<file path="config.mk">
export PLATFORM = sky130hd
export DESIGN_NAME = gwm_queue
export DESIGN_NICKNAME = d
export VERILOG_FILES = /design/src/design/gwm_pkg.sv /design/src/design/gwm_queue.sv
export SDC_FILE = /design/constraint.sdc
export NUM_CORES = 1
export LEC_CHECK = 0
export BUFFER_PORTS_ARGS = -buffer_cell sky130_fd_sc_hd__buf_2
export CAP_MARGIN = 20
export CORE_MARGIN = 2
export CORE_UTILIZATION = 40
export DETAILED_ROUTE_END_ITERATION = 8
export GPL_TIMING_DRIVEN = 0
export HOLD_SLACK_MARGIN = 0.02
export SLEW_MARGIN = 20
export SYNTH_ARGS = -nofsm -noshare
export SYNTH_HDL_FRONTEND = slang
export SYNTH_SLANG_ARGS = --single-unit
</file>
<file path="constraint.sdc">
create_clock -name clk -period 4.5 [get_ports clk]
set_clock_uncertainty 0.1 [all_clocks]
set_input_delay 0.225 -clock clk [delete_from_list [all_inputs] [get_ports clk]]
set_output_delay 0.225 -clock clk [all_outputs]
set_load 0.05 [all_outputs]
</file>
<file path="src/design/gwm_pkg.sv">
// Shared types, codes and helpers for the guarded word memory.
package gwm_pkg;

  // Default memory size in bytes.
  localparam int unsigned DEF_MEM_BYTES = 4096;

  // Depth of the work queue between the front and the back.
  localparam int unsigned QUEUE_DEPTH = 2;

  // Request codes.
  localparam logic [1:0] REQ_APPEND = 2'd0;
  localparam logic [1:0] REQ_STORE  = 2'd1;
  localparam logic [1:0] REQ_LOAD   = 2'd2;

  // Result status codes.
  localparam logic [2:0] ST_OK          = 3'd0;
  localparam logic [2:0] ST_FULL        = 3'd1;
  localparam logic [2:0] ST_READ_ONLY   = 3'd2;
  localparam logic [2:0] ST_STORE_RANGE = 3'd3;
  localparam logic [2:0] ST_LOAD_RANGE  = 3'd4;

  // Memory operation that the back carries out for a classified item.
  localparam logic [1:0] OP_NONE  = 2'd0;
  localparam logic [1:0] OP_WRITE = 2'd1;
  localparam logic [1:0] OP_READ  = 2'd2;

  // One input item.
  typedef struct packed {
    logic [1:0]  req_type;
    logic [31:0] address;
    logic [31:0] word_value;
  } in_item_t;

  // One result item.
  typedef struct packed {
    logic [31:0] read_data;
    logic [2:0]  status;
  } out_item_t;

  // A classified item on its way from the front to the back.
  typedef struct packed {
    logic [1:0]  op;
    logic [2:0]  status;
    logic [31:0] address;
    logic [31:0] word_value;
    logic        big_endian;
  } work_t;

  // Position of byte k of a word in the selected byte order, in byte units.
  function automatic logic [1:0] lane_pos(input logic [1:0] k, input logic big);
    lane_pos = big ? (2'd3 - k) : k;
  endfunction

endpackage

</file>
<file path="src/design/gwm_queue.sv">
// Short work queue between the front and the back.
module gwm_queue (
  input  logic           clk,
  input  logic           rst,
  input  logic           push,
  input  gwm_pkg::work_t push_item,
  output logic           full,
  input  logic           pop,
  output logic           head_valid,
  output gwm_pkg::work_t head_item
);
  import gwm_pkg::*;

  localparam int unsigned PTR_W = (QUEUE_DEPTH > 1) ? $clog2(QUEUE_DEPTH) : 1;
  localparam int unsigned CNT_W = $clog2(QUEUE_DEPTH + 1);

  work_t            slot [QUEUE_DEPTH];
  logic [PTR_W-1:0] wr_ptr;
  logic [PTR_W-1:0] rd_ptr;
  logic [CNT_W-1:0] count;
  logic             do_push;
  logic             do_pop;

  assign full       = count == CNT_W'(QUEUE_DEPTH);
  assign head_valid = count != '0;
  assign head_item  = slot[rd_ptr];
  assign do_push    = push && !full;
  assign do_pop     = pop && head_valid;

  // Entry storage.
  always_ff @(posedge clk) begin
    if (do_push) begin
      slot[wr_ptr] <= push_item;
    end
  end

  // Pointers and fill count.
  always_ff @(posedge clk) begin
    if (rst) begin
      wr_ptr <= '0;
      rd_ptr <= '0;
      count  <= '0;
    end else begin
      if (do_push) begin
        wr_ptr <= (wr_ptr == PTR_W'(QUEUE_DEPTH - 1)) ? '0 : wr_ptr + 1'b1;
      end
      if (do_pop) begin
        rd_ptr <= (rd_ptr == PTR_W'(QUEUE_DEPTH - 1)) ? '0 : rd_ptr + 1'b1;
      end
      if (do_push && !do_pop) begin
        count <= count + 1'b1;
      end else if (do_pop && !do_push) begin
        count <= count - 1'b1;
      end
    end
  end

endmodule

</file>
# Yosys cells after proc, flatten, opt, wreduce, memory -nomap -nowiden

Memory sizes are Yosys's and may differ from the RTL's. A register that Yosys moved wholly into a read port is not among the register bits.
Index checks and enable logic that the tools add are counted.

Flip-flop bits (word level): 4
Latch bits: 0
Memory bits (writable): 140
Bits in read-only memories: 0
Bits of input ports: 74
Output and inout port bits: 72
Logic and storage cells: 26
Memories: 1

Memory list:

| memory | depth | bits a word | rd ports | clocked after memory_dff | wr ports | RTL line        | source |
|---|---|---|---|---|---|---|---|
| slot   | 2     | 70          | 1        | 1                        | 1        | gwm_queue.sv:17 | `work_t slot [QUEUE_DEPTH];` |

Add/sub/neg operators: 4
Multipliers: 0
Div/mod/pow operators: 0
$lt $le $gt $ge: 0
Eq/ne operators: 1
Shift operators: 0
Mux-type cells: 8
Bitwise operators: 0
Reduce and logical (&&, ||, !) cells: 9

Operators by type and width:

| cell                | count |
|---|---|
| $mux 1              | 6 |
| $logic_and 1x1->1   | 4 |
| $mux 2              | 2 |
| $reduce_bool 2->1   | 2 |
| $logic_not 1->1     | 3 |
| $add 1x1->1 const B | 2 |
| $add 2x1->2 const B | 1 |
| $eq 2x2->1 const B  | 1 |
| $sub 2x1->2 const B | 1 |

# Depth between registers and ports, before layout

Word-level depth: 7
Depth in mapped cells: 6
Mapped depth without buffers: 6

# Least setup slack after synthesis

No wires, ideal clock.

Path kind: reg-to-reg
Start point: reg count[1]
End point: mem slot[1][0] (netlist bit) (enable)
Setup time: 0.436 ns
Arrival: 2.375 ns
Data required time: 3.964 ns
Setup slack: 1.589 ns
Stages on the path, launching flop included: 4
Path buffers: 0
Period minus slack after synthesis: 2.911 ns
Cell sequence: dfxtp_1 nor2b_2 nor2_1 and2_1

Longest elaborated chain between the ends: 5

Ends and longest elaborated chain:

| element                      | RTL line        | source |
|---|---|---|
| from (decl)                  | gwm_queue.sv:20 | `logic [CNT_W-1:0] count;` |
| from (signal assigned)       | gwm_queue.sv:51 | `count <= count + 1'b1;` |
| from (signal assigned)       | gwm_queue.sv:53 | `count <= count - 1'b1;` |
| $eq 2x2->1                   | gwm_queue.sv:24 | `assign full = count == CNT_W'(QUEUE_DEPTH);` |
| via full                     | gwm_queue.sv:7  | `output logic full,` |
| $logic_not 1->1              | gwm_queue.sv:27 | `assign do_push = push && !full;` |
| $logic_and 1x1->1            | gwm_queue.sv:27 |  |
| $mux 1                       | gwm_queue.sv:32 | `if (do_push) begin` |
| $mux 1 (implied by the code) | gwm_queue.sv:33 | `slot[wr_ptr] <= push_item;` |
| to (decl)                    | gwm_queue.sv:17 |  |

The timed path passes the listed nets, and every way through them passes these cells.

==> flow_metrics.py <==
metrics = {
    "outcome": {
        "outcome": "finished, final reports clean",
    },
    "grt": {
        "antenna_found_initial": 0,
        "grt_pass1_vias": 3202,
        "overflow": 0,
        "grtUsageTotal": 0.145,
        "grt_max_degree": 38,
        "grt_pass1_wl_mm": 15.5,
    },
    "critical_path": {
        "r2r-start": "count[0]",
        "crit_fanout": 10,
        "crit_path_start_kind": "flop",
        "crit_type": "flop to output pin",
        "path_cells": "buf_2 -> buf_2 -> mux2_2 -> buf_2",
        "critical_path_arrival_ps": 1820,
        "r2r_slack_ps": 2490,
        "critical-path-max-stage-delay_ps": 380,
        "crit_required_ps": 4180,
        "r2r_cells": 4,
        "end_kind": "output pin",
        "cpMaxStageDelayCell": "mux2_2",
        "cp_common_cell": "buf_2",
        "r2r_end": "slot[0][10]",
    },
    "floorplan": {
        "die-area_um2": 14100,
        "start_util": 0.413,
        "rows": 41,
        "fp.coreArea_um2": 12700,
        "dieHeight_um": 119,
        "io_pins": 146,
        "fp.dieW_um": 119,
    },
    "cts": {
        "post_cts_resized": 0,
        "cts_tree": "built",
        "cts.clk_slew.worst_paths_ps": 50,
        "cts_max_path_buffers": 2,
        "numCtsBuffers": 17,
        "post_cts_buffers": 0,
        "clk_latency_ps": 410,
        "htreeDepth": 4,
        "cts_sinks": 145,
        "holdBufCountCts": 71,
        "root_buffer": "clkbuf_16",
    },
    "job": {
        "drv_cap": 0,
    },
    "detailed_routing": {
        "drc": 0,
        "drt_iter0_drc": 122,
        "wl_met1_mm": 3.94,
        "ant_nets": 0,
        "wire_per_inst_um": 14.4,
        "met3_length_um": 602,
        "drt_wl_total_mm": 9.56,
        "dr_total_vias": 2978,
        "dr_wl_met2_mm": 4.88,
        "via_per_inst": 4.48,
        "drt_pre_antenna_iters": 5,
        "top_layer": "met4",
    },
    "sta": {
        "tightest_slew_ps": 507,
        "finalSetupViolations": 0,
        "max_freq_ghz": 0.467,
        "rsz0062_at_grt": "no",
        "slew_viol_final": 0,
        "fin_tns_setup_ps": 0,
        "finalCritPeriodShare": 0.476,
        "period_needed_ps": 2140,
        "slew_headroom": 0.662,
        "hold_viol": 0,
    },
    "pwr": {
        "p_total_mw": 4.77,
        "vdd_drop_max_mv": 0.430,
        "cellLeakagePower_nw": 2.89,
        "power_density_nw_per_um2": 632,
    },
    "worst_hold_path": {
        "hold_end": "wr_ptr",
        "hold_depth": 4,
        "hp-class": "primary input to flop",
        "min_from": "push",
    },
    "yosys": {
        "yosys.cell_types.count": 14,
        "syn_avg_cell_area_um2": 21.6,
        "synth.area.top_cells": "edfxtp_1 80%, mux2_2 15%, dfxtp_1 1.9%",
        "yosys_register_bits": 145,
        "synth_nets": 318,
        "yosys_warnings": 0,
        "synthCells": 243,
        "yosys.area.top_type": "edfxtp_1",
        "netlist.area_leader.share": 0.800,
        "ys_seq_area_frac": 0.819,
        "syn-cell-area_um2": 5250,
    },
    "layout": {
        "layout_common_cells": "153 x buf_2, 140 x edfxtp_1, 71 x dlygate4sd3_1",
        "nFillCells": 1008,
        "syn_to_final_growth_pct": 43.7,
        "layout.nets": 555,
        "final_layout_size_suffix_gt1_frac": 0.519,
        "multiInputGateArea_um2": 903,
        "seq_area_um2": 4300,
        "n_antenna_cell": 0,
        "final_common_cell": "buf_2",
    },
    "place": {
        "place_congestion": 0.678,
        "dp_hpwl_mm": 6.00,
        "numPortBuffers": 145,
    },
}
-- stage by stage --
step	hold slack, ps	setup slack (ps)	cells	utilization	instance area (µm²)
2_1_floorplan	194	1590	243	-	5250
3_3_place_gp	312	680	560	0.487	6190
3_5_place_dp	316	2480	562	0.490	6240
4_1_cts	77.6	2290	665	0.593	7550
5_1_grt	96.5	2240	665	0.593	7550
6_report	94.7	2360	665	0.593	7550
-- synth_stat cells --
cell type	count
mux2_2	70
inv_1	2
or3_1	2
and2_1	1
dfxtp_1	5
nor2_1	4
ha_1	1
o21ai_0	3
edfxtp_1	140
xor2_1	3
a21oi_1	2
or2_2	1
nor2b_2	1
buf_2	8
-- kinds of logic after synthesis --
family / synth area share
AOI/OAI and AO/OA: 0.00476
xor gates and xnor gates: 0.00500
adders and majority gates: 0.00238
buffers and inverters: 0.00905
DFF: 0.819
muxes: 0.150
and+or+nand+nor: 0.00929
-- metal layers --
layer  vias up  global-route usage
met3        13              0.0502
met1      1432               0.165
li1       1440                   -
met4         0              0.0759
met2        93               0.240
met5         -                   0
-- worst max-delay path, delay by kind of cell, from the launching register on --
family	cells	cell delay, ps
buf+inv	3	720
flops	1	300
mux	1	380
-- cell type report --
class | count | area share
Sequential cell | 145 | 0.570
Multi-Input combinational cell | 88 | 0.120
Clock buffer | 19 | 0.0573
Clock inverter | 13 | 0.0222
Buffer | 8 | 0.00530
Timing Repair Buffer | 218 | 0.196
Tap cell | 172 | 0.0285
Inverter | 2 | 0.00133
-- power breakdown --
part / switching [mW] / internal, mW
logic: 1.14 / 0.475
clock network: 0.495 / 0.917
registers: 0.0433 / 1.70
total: 1.68 / 3.09
-- worst max path at each step --
stage,endpoint,slack [ps],cells after the start
floorplan,slot[1][0],1590,3
global route,head_item[5],2240,4
global placement,slot[1][47],680,3
finish,head_item[5],2360,4
detailed placement,slot[0][53],2480,4
CTS,head_item[5],2290,4
-- state kept, by name, summed over array words and instances (netlist names), named ones only --
register  cells
wr_ptr        1
slot        140
rd_ptr        1
count         2
Power figures use the tool's default switching activity.
