## config.mk

```make
export PLATFORM = sky130hd
export DESIGN_NAME = gwm_front
export DESIGN_NICKNAME = d
export VERILOG_FILES = /design/src/design/gwm_pkg.sv /design/src/design/gwm_front.sv
export SDC_FILE = /design/constraint.sdc
export NUM_CORES = 1
export LEC_CHECK = 0
export ABC_AREA = 1
export BUFFER_PORTS_ARGS = -buffer_cell sky130_fd_sc_hd__buf_2
export CORE_ASPECT_RATIO = 1.4
export CORE_MARGIN = 2
export CORE_UTILIZATION = 35
export DETAILED_ROUTE_END_ITERATION = 7
export GPL_TIMING_DRIVEN = 1
export PLACE_DENSITY = 0.78
export SLEW_MARGIN = 40
export SYNTH_ARGS = -nofsm -noshare
export SYNTH_HDL_FRONTEND = slang
export SYNTH_SLANG_ARGS = --single-unit
```

## constraint.sdc

```tcl
create_clock -name clk -period 2.1 [get_ports clk]
set_clock_uncertainty 0.1 [all_clocks]
set_input_delay 0.315 -clock clk [delete_from_list [all_inputs] [get_ports clk]]
set_output_delay 0.315 -clock clk [all_outputs]
set_load 0.01 [all_outputs]
```

## src/design/gwm_pkg.sv

```systemverilog
// Shared types, codes and helpers for the guarded word memory.
package gwm_pkg;

  // Default memory size in bytes.
  localparam int unsigned DEF_MEM_BYTES = 4096;

  // Depth of the work queue between the front and the back.
  localparam int unsigned QUEUE_DEPTH = 2;

  // Request codes.
  localparam logic [1:0] REQ_APPEND = 2'd0;
  localparam logic [1:0] REQ_STORE  = 2'd1;
  localparam logic [1:0] REQ_LOAD   = 2'd2;

  // Result status codes.
  localparam logic [2:0] ST_OK          = 3'd0;
  localparam logic [2:0] ST_FULL        = 3'd1;
  localparam logic [2:0] ST_READ_ONLY   = 3'd2;
  localparam logic [2:0] ST_STORE_RANGE = 3'd3;
  localparam logic [2:0] ST_LOAD_RANGE  = 3'd4;

  // Memory operation that the back carries out for a classified item.
  localparam logic [1:0] OP_NONE  = 2'd0;
  localparam logic [1:0] OP_WRITE = 2'd1;
  localparam logic [1:0] OP_READ  = 2'd2;

  // One input item.
  typedef struct packed {
    logic [1:0]  req_type;
    logic [31:0] address;
    logic [31:0] word_value;
  } in_item_t;

  // One result item.
  typedef struct packed {
    logic [31:0] read_data;
    logic [2:0]  status;
  } out_item_t;

  // A classified item on its way from the front to the back.
  typedef struct packed {
    logic [1:0]  op;
    logic [2:0]  status;
    logic [31:0] address;
    logic [31:0] word_value;
    logic        big_endian;
  } work_t;

  // Position of byte k of a word in the selected byte order, in byte units.
  function automatic logic [1:0] lane_pos(input logic [1:0] k, input logic big);
    lane_pos = big ? (2'd3 - k) : k;
  endfunction

endpackage

```

## src/design/gwm_front.sv

```systemverilog
// Front part: takes items and the byte-order register, checks bounds, owns the program end.
module gwm_front #(
  parameter int unsigned MEM_BYTES = gwm_pkg::DEF_MEM_BYTES
) (
  input  logic             clk,
  input  logic             rst,
  input  logic             in_valid,
  output logic             in_ready,
  input  gwm_pkg::in_item_t in_data,
  input  logic             cfg_valid,
  input  logic             cfg_data,
  input  logic             clearing,
  input  logic             q_full,
  output logic             q_push,
  output gwm_pkg::work_t   q_item
);
  import gwm_pkg::*;

  localparam int unsigned PE_W = $clog2(MEM_BYTES + 1);

  logic            big_endian;
  logic [PE_W-1:0] prog_end;
  logic [PE_W-1:0] prog_end_next;
  logic            pe_fits;
  logic            addr_fits;
  logic            below_end;
  logic            accept;

  // Byte-order register.
  always_ff @(posedge clk) begin
    if (rst) begin
      big_endian <= 1'b1;
    end else if (cfg_valid) begin
      big_endian <= cfg_data;
    end
  end

  // Bound checks: a word fits when its last byte lies inside the memory.
  assign pe_fits   = ({{(33 - PE_W){1'b0}}, prog_end} + 33'd4) <= 33'(MEM_BYTES);
  assign addr_fits = ({1'b0, in_data.address} + 33'd4) <= 33'(MEM_BYTES);
  assign below_end = in_data.address < 32'(prog_end);

  assign in_ready = !clearing && !q_full;
  assign accept   = in_valid && in_ready;
  assign q_push   = accept;

  // Classify the item and work out the next program end.
  always_comb begin
    q_item            = '0;
    q_item.word_value = in_data.word_value;
    q_item.big_endian = big_endian;
    q_item.address    = in_data.address;
    prog_end_next     = prog_end;
    unique case (in_data.req_type)
      REQ_APPEND: begin
        q_item.address = 32'(prog_end);
        if (pe_fits) begin
          q_item.op     = OP_WRITE;
          q_item.status = ST_OK;
          prog_end_next = prog_end + PE_W'(4);
        end else begin
          q_item.op     = OP_NONE;
          q_item.status = ST_FULL;
        end
      end
      REQ_STORE: begin
        if (below_end) begin
          q_item.op     = OP_NONE;
          q_item.status = ST_READ_ONLY;
        end else if (!addr_fits) begin
          q_item.op     = OP_NONE;
          q_item.status = ST_STORE_RANGE;
        end else begin
          q_item.op     = OP_WRITE;
          q_item.status = ST_OK;
        end
      end
      REQ_LOAD: begin
        if (addr_fits) begin
          q_item.op     = OP_READ;
          q_item.status = ST_OK;
        end else begin
          q_item.op     = OP_NONE;
          q_item.status = ST_LOAD_RANGE;
        end
      end
      default: begin
        q_item.op     = OP_NONE;
        q_item.status = ST_OK;
      end
    endcase
  end

  // Program-end pointer.
  always_ff @(posedge clk) begin
    if (rst) begin
      prog_end <= '0;
    end else if (accept) begin
      prog_end <= prog_end_next;
    end
  end

endmodule

```

# ---- Yosys cells after proc, flatten, opt, wreduce, memory -nomap -nowiden
# Cells that the tools add are included.
dict set report totals {
  ff_bits 14
  inputBits 73
  out_inout_bits 72
  elab_cells 22
}
dict set report op_classes {
  add_sub_neg 3
  n_lt_le_gt_ge 3
  eq_ne 2
  mux 6
  reduce_logical 6
}
# operator count
set op_table {}
lappend op_table {{adder 32 x 3 -> 33 bit, second input constant} 1}
lappend op_table {{less-or-equal comparator 33 x 13 -> 1 bit, second input constant} 1}
lappend op_table {{less-than comparator 32 x 13 -> 1 bit} 1}
lappend op_table {{2-to-1 mux 32 bit} 1}
lappend op_table {{one-hot mux 5 bit (3 select lines)} 1}
lappend op_table {{adder 13 x 3 -> 14 bit, second input constant} 1}
lappend op_table {{less-or-equal comparator 14 x 13 -> 1 bit, second input constant} 1}
lappend op_table {{adder 13 x 3 -> 13 bit, second input constant} 1}
lappend op_table {{2-to-1 mux 4 bit} 3}
lappend op_table {{2-to-1 mux 5 bit} 1}
lappend op_table {{AND reduction 3 bit} 1}
lappend op_table {{equality test 2 x 1 -> 1 bit, second input constant} 1}
lappend op_table {{equality test 2 bit, second input constant} 1}
lappend op_table {{logical AND 1 bit} 2}
lappend op_table {{zero test 1 bit} 2}
lappend op_table {{zero test 2 bit} 1}

# ---- Longest topological paths before layout
dict set report logic_depth {
  depth_word 5
  ltp_mapped 16
  depth_no_buf 15
}

# ---- Worst setup path after synthesis
# Ideal clock, no wire load.
dict set report synth_path {
  path_kind {register to output}
  startpoint {reg prog_end[2]}
  endpoint {out q_item[68] in the netlist's numbering}
  arrival_ps 1708
  t_required_ps 1685
  setup_slack_ps -23
  stages_incl_launch_ff 14
  n_path_buf 1
  path_cell_list {dfxtp_1 > ha_1 > nand3_1 > inv_1 > nand3_1 > xor2_1 > clkinv_1 > nand3_1 > nor2_1 > nand2_1 > nand2_2 > buf_2 > nand2_1 > nand2_1}
}
# item line_no
set synth_lines {}
lappend synth_lines {{start, declared} gwm_front.sv:22} ;# logic [PE_W-1:0] prog_end;
lappend synth_lines {{start signal, assigned} gwm_front.sv:99} ;# prog_end <= prog_end_next;
lappend synth_lines {{end, declared} gwm_front.sv:15} ;# output gwm_pkg::work_t q_item

==> metrics.md <==
| Metric | Value |
|---|---|
| Detail Route Antenna Nets | 0 |
| Layout Nets | 763 |
| FMAX | 417 MHz |
| N_diodes | 0 |
| Reg-to-reg setup timing slack | -0.05 ns |
| Dpl cells | 762 |
| CTS Buf Count | 3 |
| Cell Pwr Density | 248 nW/µm² |
| Synth Warn # | 0 |
| Worst hold path endpoint | big_endian$_SDFFE_PP1P_ |
| Insertion delay to the later sink of the worst-skew pair | 0.25 ns |
| Syn Inst Count | 553 |
| Drt wl/cell | 13.6 µm |
| CTS root buffer | clkbuf_8 |
| Drt drc | 0 |
| Routability congestion estimate | 0.994 |
| Final instance area | 4270 µm² |
| Drt first pass iters | 5 |
| Synthesized net count | 638 |
| Largest net degree at the start of global routing | 58 |
| Post-route setup TNS | -1.48 ns |
| Port bufs | 80 |
| Post-synth top area share | 0.230 |
| Worst R2R End | prog_end[8]$_SDFFE_PP0P_ |
| Pins Over Slew Limit | 0 |
| Max VDD drop | 0.326 mV |
| Avg Synthesized Cell Area | 5.06 µm² |
| Setup crit end kind | primary output |
| Drt via density | 5.04 |
| Placed cell areas | 3590 µm² |
| Post-synthesis sequential area ratio | 0.0859 |
| Area of the mapped netlist | 2800 µm² |
| GR Util All Layers | 0.225 |
| I/O pin count | 145 |
| Sink Count | 12 |
| Hold-fix buffers, CTS | 0 |
| Crit path kind | in -> out |
| Post-synth top flop | dfxtp_1 |
| Final Hold Fails | 0 |
| CP Max Fanout | 4 |
| Commonest cells in the synthesized netlist | 171 x nand2_1, 112 x nor2_1, 72 x inv_1, 36 x nand3_1, 33 x buf_4 |
| First-pass GRT wire length | 15.8 mm |
| Yosys cell types | 34 |
| Finished Layout Cells | 777 |
| H-tree depth | 1 |
| Most frequent cell after synthesis | nand2_1 |
| Post-layout min period | 2.40 ns |
| Number of global-route vias before repair | 3641 |
| Starting Density | 0.361 |
| Synth top area cells | nand2_1 23%, nor2_1 15%, inv_1 9.7% |
| Failing checks | negative setup slack |
| Die W | 79.5 µm |
| Clk buf depth | 2 |
| FF-to-FF Start | prog_end[3]$_SDFFE_PP0P_ |
| DRT iter0 DRCs | 168 |
| Min Hold Slack | 0.158 ns |
| Unrepaired setup endpoints after global routing | true |
| Die height | 110 µm |
| Share of layout cells above drive strength 1 | 0.412 |
| Post-synth ARST share | 0 |
| Status | finished, violations left |
| Number of synthesized flops with an enable pin | 0 |
| WHS Path Cells | 2 |
| MaxCap Viol Count | 0 |
| Hold Path Class | in -> reg |
| Setup violations, final | 15 |
| Routed WL | 10.6 mm |
| Rel. slew slack | 0.765 |
| Synth-to-Final Area Change | 52.5% |
| Fin util | 0.550 |
| Core ar. | 7750 µm² |
| Slew @ Worst Pin | 0.353 ns |
| Leakage | 2.14 nW |
| R2R depth | 15 |
| Flops & latches, synth | 12 |
| Worst Hold Launch | cfg_valid |
| Initial antenna violation count | 0 |
| Startpoint Class | input port |
| Row count | 38 |
| Final setup margin | -0.296 ns |
| Worst path required time | 1.68 ns |
| Post-DP HPWL | 7.89 mm |
| Via count | 3916 |
| TritonCTS clock tree | done |
| Reg clk slew, reported paths | 0.06 ns |
| Period utilization | 1.14 |
| Die footprint | 8730 µm² |
| Crit path arrival time | 1.98 ns |
| Grt ovf | 0 |
| Synth area leader | nand2_1 |
## routing by layer
| layer | routed length, µm | share of wire | vias to the layer above | track usage |
|---|---|---|---|---|
| met5 | 0 | 0 | - | 0 |
| met3 | 542 | 0.051 | 59 | 0.0197 |
| met4 | 683 | 0.065 | 0 | 0.160 |
| met1 | 3720 | 0.35 | 1752 | 0.216 |
| met2 | 5630 | 0.53 | 164 | 0.441 |
| li1 | - | - | 1941 | - |
## power by group
part	switching, mW	internal, mW
registers	0.00405	0.233
logic	0.323	0.234
clock network	0.0955	0.166
total	0.423	0.634
## flip-flops by register name (all words and copies together) (netlist names)
signal,cells
prog_end,11
big_endian,1
## final cells by class
cell class / instances / area, µm²
clock buffers: 4 / 55.1
flip-flops and latches: 12 / 250
well taps: 100 / 125
fillers: 738 / 3480
multi-input cells: 417 / 2390
repair buffers: 162 / 1130
inverters: 82 / 308
## metrics by stage
step	worst slack, ns	total power, mW
after global routing	-0.429	1.13
after floorplan	0.0382	0.532
after detailed placement	-0.393	0.704
after global placement	-0.325	0.701
after CTS	-0.249	1.03
final	-0.296	1.06
## cell usage in the layout, fill, tap and decap left out, types with 6 or more instances in the layout
cell type	netlist	routed
inv_2	9	13
dfxtp_1	12	6
a21oi_1	8	7
nand2_1	171	141
buf_2	1	69
inv_1	72	68
nor2_1	112	78
o21ai_0	13	12
nand2_4	0	11
nand4_1	21	21
nand2_2	3	22
nor2_4	2	22
buf_4	33	78
buf_6	1	10
xor2_1	9	9
nand3_1	36	32
ha_1	12	9
nor2_2	4	18
## worst max-delay path, cell delays in order
cell,delay [ns]
buf_2,0.14
nand2_2,0.11
nor2_4,0.15
nand2_1,0.11
nor2_1,0.15
nand2_1,0.07
nand2_1,0.06
nand2_1,0.06
nor2_1,0.10
nand2_1,0.07
nor2_2,0.13
nand3_2,0.13
nand2_4,0.11
nand3_2,0.07
nand2_1,0.07
buf_2,0.12
## worst max path at each step
stage	start	to	slack, ns	cells past startpoint
after floorplan	prog_end[3]$_SDFFE_PP0P_	q_item[68]	0.04	13
after global placement	in_data[43]	q_item[68]	-0.33	16
after detailed placement	in_data[43]	q_item[68]	-0.39	16
after CTS	prog_end[7]$_SDFFE_PP0P_	q_item[65]	-0.25	11
after global routing	in_data[46]	q_item[68]	-0.43	16
final	in_data[47]	q_item[68]	-0.30	16
## cells by family after synthesis
logic type      synth area share
simple gates               0.556
buf+inv                    0.215
compound gates            0.0582
fa+ha+maj                 0.0537
flops                     0.0859
xor+xnor                  0.0313
## timing repair
item | in CTS | in global routing
gates cloned | 0 | 2
resized for setup | 110 | 41
setup endpoints to repair | 16 | 16
buffers inserted | 5 | 4
pin swaps | 46 | 20
endpoints found under the hold margin | 0 | 0
Note: power is estimated with default switching activity, not from simulation.
